==> config.mk <==
export PLATFORM = sky130hd
export DESIGN_NAME = irs_scan
export DESIGN_NICKNAME = d
export VERILOG_FILES = /design/src/rtl/irs_pkg.sv /design/src/rtl/irs_scan.sv
export SDC_FILE = /design/constraint.sdc
export NUM_CORES = 1
export LEC_CHECK = 0
export BUFFER_PORTS_ARGS = -buffer_cell sky130_fd_sc_hd__buf_2
export CAP_MARGIN = 10
export CORE_MARGIN = 2
export CORE_UTILIZATION = 45
export CTS_BUF_LIST = sky130_fd_sc_hd__clkbuf_2 sky130_fd_sc_hd__clkbuf_4 sky130_fd_sc_hd__clkbuf_8
export CTS_CLUSTER_DIAMETER = 50
export DETAILED_ROUTE_END_ITERATION = 6
export GPL_TIMING_DRIVEN = 0
export HOLD_SLACK_MARGIN = 0.1
export PLACE_DENSITY = 0.77
export REMOVE_ABC_BUFFERS = 1
export SETUP_SLACK_MARGIN = 0.3
export SYNTH_ARGS = -nofsm -noshare
export SYNTH_HDL_FRONTEND = slang
export SYNTH_SLANG_ARGS = --single-unit
export TNS_END_PERCENT = 100
==> constraint.sdc <==
create_clock -name aclk -period 2.6 [get_ports aclk]
set_input_delay 0.13 -clock aclk [delete_from_list [all_inputs] [get_ports aclk]]
set_output_delay 0.13 -clock aclk [all_outputs]
set_load 0.02 [all_outputs]
==> src/rtl/irs_pkg.sv <==
// ---------------------------------------------------------------------------
// Interval relation scan package
// Widths, codes and types shared by the interval relation scan modules.
// ---------------------------------------------------------------------------
package irs_pkg;

    // Default sizes of the record table.
    localparam int DEF_MAX_RECORDS = 4096;
    localparam int DEF_TIME_BITS   = 32;

    // Fixed field widths.
    localparam int MODE_W     = 2;
    localparam int KIND_W     = 5;
    localparam int FIELD_W    = 32;
    localparam int ATTR_W     = 32;
    localparam int STATUS_W   = 2;
    localparam int OUT_W      = 13;

    // Stream and register port widths.
    localparam int IN_DATA_W  = 7 * FIELD_W;
    localparam int IN_USER_W  = MODE_W + KIND_W;
    localparam int OUT_DATA_W = 32;
    localparam int OUT_USER_W = STATUS_W;
    localparam int APB_ADDR_W = 2;
    localparam int APB_DATA_W = 32;

    // Item modes.
    localparam logic [MODE_W-1:0] MODE_CLEAR  = 2'd0;
    localparam logic [MODE_W-1:0] MODE_APPEND = 2'd1;
    localparam logic [MODE_W-1:0] MODE_QUERY  = 2'd2;
    localparam logic [MODE_W-1:0] MODE_NONE   = 2'd3;

    // Result status codes.
    localparam logic [STATUS_W-1:0] STAT_OK    = 2'd0;
    localparam logic [STATUS_W-1:0] STAT_ORDER = 2'd1;
    localparam logic [STATUS_W-1:0] STAT_FULL  = 2'd2;
    localparam logic [STATUS_W-1:0] STAT_RSVD  = 2'd3;

    // Register byte address of the count/XOR select.
    localparam logic [APB_ADDR_W-1:0] REG_COUNT_MATCHES = 2'd0;

    // Query predicate kinds.
    localparam logic [KIND_W-1:0] KIND_EQUALS      = 5'd0;
    localparam logic [KIND_W-1:0] KIND_STARTS      = 5'd1;
    localparam logic [KIND_W-1:0] KIND_STARTED     = 5'd2;
    localparam logic [KIND_W-1:0] KIND_FINISHES    = 5'd3;
    localparam logic [KIND_W-1:0] KIND_FINISHED    = 5'd4;
    localparam logic [KIND_W-1:0] KIND_MEETS       = 5'd5;
    localparam logic [KIND_W-1:0] KIND_MET         = 5'd6;
    localparam logic [KIND_W-1:0] KIND_OVERLAPS    = 5'd7;
    localparam logic [KIND_W-1:0] KIND_OVERLAPPED  = 5'd8;
    localparam logic [KIND_W-1:0] KIND_CONTAINS    = 5'd9;
    localparam logic [KIND_W-1:0] KIND_CONTAINED   = 5'd10;
    localparam logic [KIND_W-1:0] KIND_PRECEDES    = 5'd11;
    localparam logic [KIND_W-1:0] KIND_PRECEDED    = 5'd12;
    localparam logic [KIND_W-1:0] KIND_STAB        = 5'd13;
    localparam logic [KIND_W-1:0] KIND_OVERLAP     = 5'd14;
    localparam logic [KIND_W-1:0] KIND_OV_BETWEEN  = 5'd15;
    localparam logic [KIND_W-1:0] KIND_OV_ABOVE    = 5'd16;
    localparam logic [KIND_W-1:0] KIND_OV_BELOW    = 5'd17;

    // Control that travels with each record read through the scan pipeline.
    typedef struct packed {
        logic valid;
        logic first;
        logic last;
    } scan_ctl_t;

endpackage

==> src/rtl/irs_scan.sv <==
// ---------------------------------------------------------------------------
// Interval relation scan datapath
// Evaluates the query predicate on one record per cycle and folds the
// matches into a count or an XOR of record ids.
// ---------------------------------------------------------------------------
module irs_scan #(
    parameter int TIME_BITS = 32,
    parameter int ID_W      = 12,
    parameter int ACC_W     = 13
) (
    input  logic                              aclk,
    input  logic                              aresetn,
    input  logic                              count_mode,
    input  logic [irs_pkg::KIND_W-1:0]        kind,
    input  logic [TIME_BITS-1:0]              q_start,
    input  logic [TIME_BITS-1:0]              q_end,
    input  logic [TIME_BITS-1:0]              q_point,
    input  logic signed [irs_pkg::ATTR_W-1:0] attr_low,
    input  logic signed [irs_pkg::ATTR_W-1:0] attr_high,
    input  logic signed [irs_pkg::ATTR_W-1:0] attr_limit,
    input  irs_pkg::scan_ctl_t                rec_ctl,
    input  logic [ID_W-1:0]                   rec_id,
    input  logic [TIME_BITS-1:0]              rec_start,
    input  logic [TIME_BITS-1:0]              rec_end,
    input  logic signed [irs_pkg::ATTR_W-1:0] rec_attr,
    output logic                              done,
    output logic [ACC_W-1:0]                  result
);
    import irs_pkg::*;

    logic       ov;
    logic       hit;
    scan_ctl_t  ctl_reg;
    logic       hit_reg;
    logic [ID_W-1:0]  id_reg;
    logic [ACC_W-1:0] acc_reg;
    logic [ACC_W-1:0] acc_next;
    logic       done_reg;

    // Predicate of the record against the query.
    always_comb begin
        ov = (rec_start <= q_end) && (q_start <= rec_end);
        unique case (kind)
            KIND_EQUALS:     hit = (rec_start == q_start) && (rec_end == q_end);
            KIND_STARTS:     hit = (rec_start == q_start) && (rec_end > q_end);
            KIND_STARTED:    hit = (rec_start == q_start) && (rec_end < q_end);
            KIND_FINISHES:   hit = (rec_end == q_end) && (rec_start < q_start);
            KIND_FINISHED:   hit = (rec_end == q_end) && (rec_start > q_start);
            KIND_MEETS:      hit = (rec_start == q_end);
            KIND_MET:        hit = (rec_end == q_start);
            KIND_OVERLAPS:   hit = (q_start < rec_start) && (rec_start < q_end)
                                   && (q_end < rec_end);
            KIND_OVERLAPPED: hit = (q_start > rec_start) && (q_start < rec_end)
                                   && (q_end > rec_end);
            KIND_CONTAINS:   hit = (rec_start > q_start) && (rec_end < q_end);
            KIND_CONTAINED:  hit = (rec_start < q_start) && (rec_end > q_end);
            KIND_PRECEDES:   hit = (rec_start > q_end);
            KIND_PRECEDED:   hit = (rec_end < q_start);
            KIND_STAB:       hit = (rec_start <= q_point) && (q_point <= rec_end);
            KIND_OVERLAP:    hit = ov;
            KIND_OV_BETWEEN: hit = ov && (rec_attr > attr_low) && (rec_attr < attr_high);
            KIND_OV_ABOVE:   hit = ov && (rec_attr > attr_limit);
            KIND_OV_BELOW:   hit = ov && (rec_attr < attr_limit);
            default:         hit = 1'b0;
        endcase
    end

    // Fold stage: a new scan starts from zero on its first record.
    always_comb begin
        acc_next = ctl_reg.first ? '0 : acc_reg;
        if (hit_reg) begin
            if (count_mode) begin
                acc_next = acc_next + ACC_W'(1);
            end else begin
                acc_next = acc_next ^ ACC_W'(id_reg);
            end
        end
    end

    // Match register, then accumulator and completion flag.
    always_ff @(posedge aclk) begin
        if (!aresetn) begin
            ctl_reg  <= '0;
            done_reg <= 1'b0;
        end else begin
            ctl_reg  <= rec_ctl;
            done_reg <= ctl_reg.valid && ctl_reg.last;
        end
        hit_reg <= hit;
        id_reg  <= rec_id;
        if (ctl_reg.valid) begin
            acc_reg <= acc_next;
        end
    end

    assign done   = done_reg;
    assign result = acc_reg;

endmodule

After elaboration in Yosys (flattened, before gate mapping)
Index checks and enable logic that the tools add are counted.
Operators by class
  add/subtract/negate cells: 1
  order comparisons: 20
  eq/ne operators: 21
  mux-type cells: 4
  bitwise operators: 1
  reductions and logical operators: 19
Operator list (number)
  $lt 32x32->1: 9
  $gt 32x32->1: 7
  $eq 32x32->1: 4
  $le 32x32->1: 4
  $eq 5x4->1 const B: 8
  $mux 13: 3
  $eq 5x3->1 const B: 4
  $logic_and 1x1->1: 18
  $pmux 1 s18: 1
  $add 13x1->13 const B: 1
  $xor 13x12->13: 1
  $eq 5x2->1 const B: 2
  $eq 5x5->1 const B: 2
  $eq 5x1->1 const B: 1
  $logic_not 5->1: 1
Word-level totals
  register bits: 30
  bits of input ports: 311
  output and inout port bits: 14

Longest topological paths before layout
  depth in word-level cells: 5
  gate-level depth with buffers: 11
  mapped depth without buffers: 11

Worst setup path after synthesis
Ideal clock, no wire load.
  path kind: input to register
  start point: input q_end[14]
  end point: register hit_reg
  data arrival time: 2.580 ns
  data required time: 2.466 ns
  setup slack: -0.114 ns
  stages: 11
  buffers on the path: 0
  cell sequence: inv_1 ha_1 a21oi_2 nand2_1 a221o_1 o31ai_1 o211ai_1 nand4_1 a2111oi_1 or4_1 or4_1
On the way
  cells in the longest elaborated chain, start to end: 5
  elaborated cells between the ends (all ways): 25
  classes of those cells: order compare: 7; eq/ne: 2; mux: 1; reduce/logical: 15
Ends and longest elaborated chain
  start, declared: RTL line irs_scan.sv:16  | input logic [TIME_BITS-1:0] q_end,
  $le 32x32->1: RTL line irs_scan.sv:42  | ov = (rec_start <= q_end) && (q_start <= rec_end);
  $logic_and 1x1->1: RTL line irs_scan.sv:42
  $logic_and 1x1->1 (2 in a row): RTL line irs_scan.sv:61  | KIND_OV_BETWEEN: hit = ov && (rec_attr > attr_low) && (rec_attr < attr_high);
  $pmux 1 s18 *: RTL line irs_scan.sv:43  | unique case (kind)
  via hit: RTL line irs_scan.sv:32  | logic hit;
  end signal, assigned: RTL line irs_scan.sv:89  | hit_reg <= hit;
  end, declared: RTL line irs_scan.sv:34  | logic hit_reg;
The timed path passes the listed nets; every way through them passes the cells marked *.
A chain may end at the register's enable or synchronous reset.

Worst setup path after layout
  start point: input q_start[10]
  end point: register hit_reg
On the way
  cells in the longest elaborated chain, start to end: 5
  elaborated cells between the ends (all ways): 26
  classes of those cells: order compare: 7; eq/ne: 2; mux: 1; reduce/logical: 16
Ends and longest elaborated chain
  start, declared: RTL line irs_scan.sv:15  | input logic [TIME_BITS-1:0] q_start,
  $le 32x32->1: RTL line irs_scan.sv:42
  $logic_and 1x1->1: RTL line irs_scan.sv:42
  $logic_and 1x1->1 (2 in a row): RTL line irs_scan.sv:61
  $pmux 1 s18 *: RTL line irs_scan.sv:43
  via hit: RTL line irs_scan.sv:32
Marks and branches as above.

==> out/qor.txt <==
DRT iter0 DRCs: 370
Cell mode on critical path: inv_1
Worst Max-Slew Pin Slew: 0.631 ns
Fmax: 363 MHz
Crit-path cells: buf_2, inv_1, ha_1, nand4_1, inv_1, a221oi_2, o211ai_1, a21o_1, and2_2, o211a_1, or4_1, or4_4
Tot Pwr: 2610 uW
Gate Count Post-Synth: 1,103
Top Family by Delay on Critical Path: simple AND/OR/NAND/NOR gates
Worst-skew pair later-pin latency: 0.29 ns
Worst setup path start: q_start[10]
PwrDens: 228 mW/mm^2
H-tree depth: 2
Critical path peak fanout: 3
Routed wire length: 28.4 mm
Clk buf depth: 2
WL/cell: 16.6 um
Max reg flops: 13
DRC errors left: 0
Arr. time, crit path: 2.91 ns
Maximum VDD drop: 0.213 mV
Asr flop ratio synth: 0%
Ys flop type: dfxtp_1
Ports: 325
FF+latch count, synth: 30
Worst setup margin: -0.152 ns
Worst hold slack: 0.152 ns
DR vias: 9,533
Status: complete, but fails checks
Ys Warns: 0
Clock-pin slew on the worst setup and hold paths: 0.07 ns
GP Congestion: 0.954
Initial antenna violation count: 2
Antenna viol nets, final: 0
Sequential share of the synthesized area: 8.64%
Largest net degree at the start of global routing: 15
Crit path capture: hit_reg
Gr usage total: 27.2%
Flop2flop setup slack: 0.58 ns
Crit-path max cell delay: 0.44 ns
Filler cell count: 1,595
Nets@finish: 2,071
Max-slew violation count: 0
Synth cell types: 62
EDFF count, synth: 13
DP Worst Slack: -0.841 ns
CTS sink count: 30
Initial Util: 45.5%
Leak pwr: 0.00637 uW
Vias in the first global route: 9,471
RR Startpoint: ctl_reg[1]
Final hold viol count: 0
CTS tree: built
Avg Inst Size Synth: 7.67 sq um
Setup TNS: -0.152 ns
First-pass GRT wire length: 44.4 mm
Failing checks: setup timing
Die Y: 141 um
CP bufs+invs: 3
Worst reg2reg path depth: 8
Full die area: 0.0199 sq mm
Commonest non-fill, non-tap cell in the layout: buf_2
# Max-Cap Violations: 0
Detailed-route vias per instance: 5.58
Post-Syn Area: 0.00846 sq mm
Slew HR: 57.4%
Pre-antenna DRT Iters: 4
Port Buffer Count: 324
WP data required: 2.76 ns
CTS Buf Count: 5
Dpl hpwl: 24.2 mm
Area Overhead vs Synth: 35.3%
Critical Path Sink Type: register
Area of the core: 0.0186 sq mm
Clock skew: 0.00949 ns
Layout cell share with drive strength beyond 1: 29.6%
Critical-path top delay cell: or4_4
Worst Hold Class: in -> reg
Tmin final: 2.75 ns
Crit path depth: 12
Startpoint types: input pin
FF-to-FF End: result[10]
Leading cell types in the layout, fill and taps excluded: buf_2, ha_1, inv_1
Die X: 141 um
Crit share post-route: 106%
Endpoints failing setup: 1
RSZ-0062 raised after global routing: true
Crit Path Category: in -> reg
Post-layout util: 61.6%
FP Rows: 50
Clk root buf: clkbuf_8
Total grt overflow: 0
## metal layers
metal  GRT usage [%]  up-vias  part of all wire [%]
met5               0        -                     0
met4            11.1        0                   4.5
met3            2.99       95                   6.1
met2            49.2      393                    48
met1            32.7     4283                    41
li1                -     4762                     -
## through the flow
step	area, sq um	std cells
finish	11500	1709
global route	11500	1709
CTS	11400	1703
detailed placement	10400	1657
global placement	10400	1657
floorplan	8450	1099
## final cells by class
type | count | area [sq um] | share of cell area (%)
multi-input combinational | 839 | 7330 | 64.0
timing repair buffer | 366 | 2110 | 18.4
inverter | 230 | 868 | 7.58
sequential | 30 | 732 | 6.39
tap | 234 | 293 | 2.56
clock buffer | 5 | 68.8 | 0.601
clock inverter | 3 | 40.0 | 0.350
antenna | 2 | 5.00 | 0.0437
## synth_stat cells (all sizes together), types with 14 or more instances
master | count | area share [%]
a211oi | 14 | 1.2
a21o | 17 | 1.5
a21oi | 108 | 6.5
dfxtp | 17 | 4.0
ha | 288 | 43
inv | 230 | 10
nand2 | 70 | 3.1
nand3 | 36 | 2.1
nand4 | 61 | 4.5
nor2 | 28 | 1.2
nor2b | 20 | 1.5
nor3 | 14 | 0.83
nor4 | 15 | 1.2
o21ai | 42 | 2.5
## how the worst min path moves through the flow
| stage | from | endpoint | slack [ns] | cells past startpoint |
|---|---|---|---|---|
| floorplan | rec_id[0] | id_reg[0] | 0.16 | 0 |
| global placement | rec_id[9] | id_reg[9] | 0.23 | 1 |
| detailed placement | rec_id[9] | id_reg[9] | 0.23 | 1 |
| CTS | aresetn | done | 0.10 | 2 |
| global route | aresetn | done | 0.17 | 2 |
| finish | aresetn | done | 0.15 | 2 |
## cells by family after synthesis
group | count (synthesis) | share of synthesized area [%]
compound gates | 242 | 17.8
flops | 30 | 8.64
xor+xnor | 12 | 1.24
buf+inv | 234 | 10.4
simple gates | 289 | 18.4
fa+ha+maj | 288 | 42.6
mux | 8 | 1.02
## worst register-to-register path, stage by stage (launching register included)
cell	delay, ns
dfxtp_2	0.40
nor2b_1	0.28
ha_1	0.22
and3_1	0.18
and3_1	0.22
a31o_2	0.16
nand2_1	0.06
a21oi_1	0.17
xor2_1	0.08
## report_power, final
part	switching [uW]	internal, uW
Clock	173	281
Combinational	857	755
Sequential	24.1	521
Total	1050	1560
## repair_timing
item	CTS	global route
endpoints found under the setup margin	1	4
pin swaps	45	7
endpoints found under the hold margin	15	0
hold buffers	18	0
gates resized for setup	100	9
buffers inserted	20	4
Note: power is estimated with default switching activity, not from simulation.
